[config.mk]
export PLATFORM = sky130hd
export DESIGN_NAME = crbg_ctrl
export DESIGN_NICKNAME = d
export VERILOG_FILES = /design/src/design/crbg_pkg.sv /design/src/design/crbg_ctrl.sv
export SDC_FILE = /design/constraint.sdc
export NUM_CORES = 1
export LEC_CHECK = 0
export BUFFER_PORTS_ARGS = -buffer_cell sky130_fd_sc_hd__buf_2
export CORE_AREA = 5 5 42 44
export CTS_BUF_LIST = sky130_fd_sc_hd__clkbuf_2 sky130_fd_sc_hd__clkbuf_4 sky130_fd_sc_hd__clkbuf_8
export CTS_CLUSTER_SIZE = 14
export DETAILED_ROUTE_END_ITERATION = 8
export DIE_AREA = 0 0 47 49
export GPL_ROUTABILITY_DRIVEN = 0
export GPL_TIMING_DRIVEN = 1
export MAX_ROUTING_LAYER = met4
export PLACE_DENSITY = 0.57
export SLEW_MARGIN = 20
export SYNTH_ARGS = -nofsm -noshare
export SYNTH_HDL_FRONTEND = slang
export SYNTH_SLANG_ARGS = --single-unit
[constraint.sdc]
create_clock -name clk -period 1.3 [get_ports clk]
set_input_delay 0.065 -clock clk [delete_from_list [all_inputs] [get_ports clk]]
set_output_delay 0.065 -clock clk [all_outputs]
set_load 0.05 [all_outputs]
[src/design/crbg_pkg.sv]
// Shared constants, codes and control types of the counter-based random generator.
package crbg_pkg;

    // Batch geometry
    localparam int ROUNDS   = 10;
    localparam int CHANNELS = 4;
    localparam int LANES    = 4;
    localparam int BLOCKS   = 2;
    localparam int BATCH    = LANES * CHANNELS;
    localparam int BATCH_W  = $clog2(BATCH);
    localparam int POS_W    = $clog2(BATCH + 1);
    localparam int ROUND_W  = $clog2(ROUNDS + 1);

    // Word widths
    localparam int WORD_W    = 64;
    localparam int HALF_W    = 32;
    localparam int CFG_IDX_W = 3;

    // Round multipliers and key schedule increments
    localparam logic [HALF_W-1:0] MUL_A  = 32'hCD9E8D57;
    localparam logic [HALF_W-1:0] MUL_B  = 32'hD2511F53;
    localparam logic [HALF_W-1:0] WEYL_A = 32'hBB67AE85;
    localparam logic [HALF_W-1:0] WEYL_B = 32'h9E2779B9;

    // Configuration register indexes
    localparam logic [CFG_IDX_W-1:0] REG_KEY_LOW    = 3'd0;
    localparam logic [CFG_IDX_W-1:0] REG_KEY_HIGH   = 3'd1;
    localparam logic [CFG_IDX_W-1:0] REG_SEED_LANE0 = 3'd2;
    localparam logic [CFG_IDX_W-1:0] REG_SEED_LANE1 = 3'd3;
    localparam logic [CFG_IDX_W-1:0] REG_SEED_LANE2 = 3'd4;
    localparam logic [CFG_IDX_W-1:0] REG_SEED_LANE3 = 3'd5;

    // Controller to datapath commands
    typedef struct packed {
        logic start_refill;  // load counters into mixer, reset batch position
        logic step_round;    // run one mixing round on every block
        logic take_word;     // move current batch word to the output register
    } crbg_cmd_t;

    // Datapath to controller status
    typedef struct packed {
        logic batch_empty;
    } crbg_sts_t;

endpackage

[src/design/crbg_ctrl.sv]
// Controller: request handshake, refill round sequencer and output valid.
module crbg_ctrl (
    input  logic                  clk,
    input  logic                  rst_n,
    input  logic                  s_tvalid,
    output logic                  s_tready,
    input  logic                  request,
    output logic                  m_tvalid,
    input  logic                  m_tready,
    input  crbg_pkg::crbg_sts_t   sts,
    output crbg_pkg::crbg_cmd_t   cmd
);
    import crbg_pkg::*;

    localparam logic [1:0] ST_IDLE = 2'd0;
    localparam logic [1:0] ST_MIX  = 2'd1;
    localparam logic [1:0] ST_DONE = 2'd2;

    logic [1:0]         state_reg;
    logic [1:0]         state_next;
    logic [ROUND_W-1:0] round_reg;
    logic [ROUND_W-1:0] round_next;
    logic               out_valid_reg;
    logic               out_valid_next;
    logic               accept;

    // Take a word only when idle and the output slot is free or draining
    assign s_tready = (state_reg == ST_IDLE) && (!out_valid_reg || m_tready);
    assign accept   = s_tvalid && s_tready;

    // Next state and commands
    always_comb
    begin
        state_next = state_reg;
        round_next = round_reg;
        cmd        = '0;
        case (state_reg)
            ST_IDLE:
            begin
                if (accept && request)
                begin
                    if (sts.batch_empty)
                    begin
                        cmd.start_refill = 1'b1;
                        round_next       = '0;
                        state_next       = ST_MIX;
                    end
                    else
                    begin
                        cmd.take_word = 1'b1;
                    end
                end
            end
            ST_MIX:
            begin
                cmd.step_round = 1'b1;
                if (round_reg == ROUND_W'(ROUNDS - 1))
                begin
                    state_next = ST_DONE;
                end
                else
                begin
                    round_next = round_reg + ROUND_W'(1);
                end
            end
            ST_DONE:
            begin
                cmd.take_word = 1'b1;
                state_next    = ST_IDLE;
            end
            default:
            begin
                state_next = ST_IDLE;
            end
        endcase
    end

    // Output valid: set on a new word, cleared when taken
    always_comb
    begin
        if (cmd.take_word)
        begin
            out_valid_next = 1'b1;
        end
        else if (m_tready)
        begin
            out_valid_next = 1'b0;
        end
        else
        begin
            out_valid_next = out_valid_reg;
        end
    end

    always_ff @(posedge clk or negedge rst_n)
    begin
        if (!rst_n)
        begin
            state_reg     <= ST_IDLE;
            round_reg     <= '0;
            out_valid_reg <= 1'b0;
        end
        else
        begin
            state_reg     <= state_next;
            round_reg     <= round_next;
            out_valid_reg <= out_valid_next;
        end
    end

    assign m_tvalid = out_valid_reg;

endmodule

# == Word level (Yosys, flattened, before mapping) ==
# Cells that the tools add are included.
# W data, S select, Z words.
# word_totals
reg_bits,7
inputBits,6
output_inout_bits,5
elab_cells,38
# op_classes
addsub,1
n_eq_ne,7
n_mux,17
reduce_logical,10
# ops
op,n
$mux W4,3
$mux W1,8
$pmux W4 S2,1
$mux W2,3
$ne A2 B2 Y1 const B,3
$add A4 B1 Y4 const B,1
$eq A4 B4 Y1 const B,1
$pmux W2 S2,1
$reduce_and A4 Y1,1
$reduce_bool A2 Y1,2
$logic_and A1 B1 Y1,3
$reduce_and A3 Y1,1
$eq A2 B1 Y1 const B,1
$eq A2 B2 Y1 const B,1
$logic_not A2 Y1,1
$ne A2 B1 Y1 const B,1
$pmux W1 S2,1
$logic_not A1 Y1,1
$logic_or A1 B1 Y1,1

# == Longest topological paths before layout ==
# logic_depth
depth_word,8
depth_mapped,6
mapped_depth_nobuf,6

# == Worst setup path before layout ==
# OpenSTA, ideal clock, no wires.
# synth_path
kind,flip-flop to output port
from,register out_valid_reg (netlist: m_tvalid)
to,output cmd[0] (netlist name)
t_arrival_ps,2424
required_time_ps,1235
slack_ps,-1189
path_stages_with_launch,6
path_buffers,1
path_cell_list,dfrtp_1 -> nor2b_1 -> nor3_1 -> a21oi_1 -> nor2_1 -> buf_4
# synth_lines
element,line_no,source
from (decl),crbg_ctrl.sv:23,logic out_valid_reg;
from (signal assigned),crbg_ctrl.sv:107,out_valid_reg <= out_valid_next;
to (decl),crbg_ctrl.sv:11,output crbg_pkg::crbg_cmd_t cmd

# == Final worst setup path ==
# layout_path
from,register out_valid_reg (netlist: m_tvalid)
to,register round_reg[0]
# layout_via
elab_chain_len,7
# layout_rtl
element,line_no,source
$logic_not A1 Y1,crbg_ctrl.sv:28,assign s_tready = (state_reg == ST_IDLE) && (!out_valid_reg || m_tready);
$logic_or A1 B1 Y1,crbg_ctrl.sv:28,
$logic_and A1 B1 Y1,crbg_ctrl.sv:28,
$logic_and A1 B1 Y1,crbg_ctrl.sv:29,assign accept = s_tvalid && s_tready;
$logic_and A1 B1 Y1,crbg_ctrl.sv:40,if (accept && request)
$ne A2 B1 Y1 (no line),-,
$reduce_and A4 Y1 (no line),-,
to (signal assigned),crbg_ctrl.sv:106,round_reg <= round_next;
to (decl),crbg_ctrl.sv:21,logic [ROUND_W-1:0] round_reg;
# Every way passes these cells.
# A chain may end at the register's enable or synchronous reset.

==> results.cfg <==
[critical_path]
crit_family = simple AND/OR/NAND/NOR gates
reg2reg_depth = 5
worstReg2RegEnd = round_reg[0]
worstPathCellList = nor2b_4, nor4_4, buf_4, a21o_4, mux2_4
crit_path_start_kind = flop
critPathCaptureType = flop
arrival_ps = 1620
worstPathRequired_ps = 1440
cp_slowest_stage_delay_ps = 390
rr_startpoint = m_tvalid
r2r_slack_ps = -180
criticalPathCategory = reg2reg
crit_fanout = 3
path_buf_inv = 1
slowest_stage = dfrtp_2

[sta]
hold_violations = 0
postLayoutSetupSlackWorst_ps = -184
finalSetupViolCount = 5
fin_crit_sh = 1.14
tightest_slew_ps = 227
max_freq_mhz = 674
maxSlewHeadroom = 0.847
period_needed_ps = 1480
final.setup_skew_ps = 4.58
rsz0062_at_grt = true
finalMaxSlewViolations = 0

[placed_design]
dpl_worst_slack_ps = -65.2
dp_hpwl_um = 642
io_buffers = 10
dp_cells = 70

[synth]
syn_inst = 36
syn_avg_cell_area_um2 = 11.1
synth_common_cells = dfrtp_1, nor2_1
async_reset_ff_frac = 1.00
synth_cell_types = 19
yosysWarnings = 0
syn-num-nets = 44
netlist.area_leader.share = 0.438
synth_edf_count = 0
ys_seq_area_frac = 0.438
synthTopCellsByArea = dfrtp_1, mux2_4, nor2_1
yosysTopAreaCell = dfrtp_1
synth_area_um2 = 400
synth-seq-cells = 7
synth_ff_type = dfrtp_1

[detailed_routing]
drt-total-wl_um = 909
vias = 363
drc = 0
wl_per_cell_um = 11.0
via_per_inst = 4.37
drtIter0Drc = 2
postRouteAntennaNets = 0
drt_first_pass_iters = 2

[floorplan]
ios = 11
fp.dieArea_um2 = 2300
fp.dieH_um = 49
start_util = 0.286
core_area_um2 = 1400
die_w_um = 47
num_rows = 14

[cts]
clk_latency_ps = 250
numCtsBuffers = 3
path_clk_slew_ps = 50
clock_sinks = 7
clockBufferDepth = 2
htree_num_levels = 1
cts_tree = built
root_buffer = clkbuf_4

[global_routing]
grt_start_max_net_pins = 8
track_usage = 0.101
antenna_found_initial = 0
grt_pass1_vias = 377
grt_overflow = 0
grt_pass1_wl_um = 1540

[finish]
largest_reg_flops = 4
final_util = 0.497
multi_input_area_um2 = 230
drive_gt1_frac = 0.672
area_growth_pct = 74.1
fin_cells = 83
final_nets = 76
fill_cells = 145
register_area_um2 = 178
num_antenna_cells = 0

[worst_hold_path]
min_from = m_tready
holdPathEnd = m_tvalid
hold_class = in2reg
holdPathStages = 3

[pwr]
combPwrFrac = 0.645
cell_internal_pwr_uw = 998
pwr-share-seq = 0.221
p_sw_uw = 623
power_density_nw_per_um2 = 2330
ir_drop_mv = 1.19
switching_share = 0.384
clkPwrFrac = 0.134
power.leakage_uw = 0.000340

[outcome]
status = finished, violations left
violations = negative setup slack

[job]
cap_viol_max_count = 0
area by class of cell:
cell class,instances,share of cell area
Inverter,2,0.0144
Timing Repair Buffer,29,0.329
Clock buffer,4,0.0431
Sequential cell,7,0.255
Tap cell,16,0.0287
Multi-Input combinational cell,25,0.330
through the flow:
step / power [µW] / setup TNS (ps) / instance area (µm²) / hold WS [ps]
final: 1620 / -685 / 697 / 150
after global routing: 1730 / -1080 / 697 / 153
after detailed placement: 1170 / -151 / 544 / -91.2
after global placement: 1160 / -192 / 544 / -92.7
after CTS: 1500 / -500 / 644 / 143
after floorplan: 912 / -3000 / 414 / -231
power groups by stage:
| stage | clock [µW] | combinational (µW) | sequential (µW) |
|---|---|---|---|
| floorplan | 0 | 496 | 416 |
| global placement | 0 | 783 | 380 |
| detailed placement | 0 | 792 | 378 |
| CTS | 227 | 907 | 367 |
| global route | 242 | 1120 | 366 |
| finish | 217 | 1050 | 358 |
tightest hold or removal path, cell delays in order:
cell and delay (ps):
buf_2 100, nor2b_4 50, o21bai_1 140
how the worst max path moves through the flow:
| stage | startpoint | to | slack (ps) | depth (start not counted) |
|---|---|---|---|---|
| after floorplan | m_tvalid | round_reg[0] | -580 | 4 |
| after global placement | state_reg[0] | round_reg[0] | -80 | 3 |
| after detailed placement | state_reg[0] | round_reg[0] | -70 | 3 |
| after CTS | state_reg[0] | cmd[0] | -160 | 5 |
| after global routing | state_reg[1] | cmd[0] | -230 | 5 |
| final | m_tvalid | round_reg[0] | -180 | 5 |
cells by family after synthesis:
logic type | count (synthesis) | synth area share
XOR/XNOR | 2 | 0.0438
AO/OA/AOI/OAI | 3 | 0.0687
flip-flops | 7 | 0.438
adder cells (fa/ha/maj) | 2 | 0.0625
AND/OR/NAND/NOR | 16 | 0.250
buffers and inverters | 4 | 0.0625
multiplexers | 2 | 0.0750
layer usage:
metal,share of wire,vias to the layer above,track usage
li1,-,179,-
met3,0.059,4,0.0554
met2,0.51,10,0.152
met4,0.026,0,0.0415
met5,0,-,-
met1,0.40,170,0.106
what timing repair did:
item                                    4_1_cts  5_1_grt
endpoints found under the hold margin         7        0
buffers inserted                              3        5
pin swaps                                     2        7
endpoints found under the setup margin        6        7
hold buffers                                  1        0
cloned                                        0        0
resized for setup                            11        4
cells in the final DEF (no fill, tap or decap), drive strengths merged:
cell type	synthesis	routed
nand4	1	1
nand3	2	2
ha	2	2
xor2	2	2
buf	2	28
a21o	1	1
dfrtp	7	7
nor3	1	1
nand2	1	1
nor2b	1	1
inv	2	2
nand3b	1	1
a21oi	1	1
mux2	2	2
nand2b	1	1
clkbuf	0	4
nor2	7	7
o21bai	1	1
nor4	1	1
dlygate4sd3	0	1
Power figures use the tool's default switching activity.
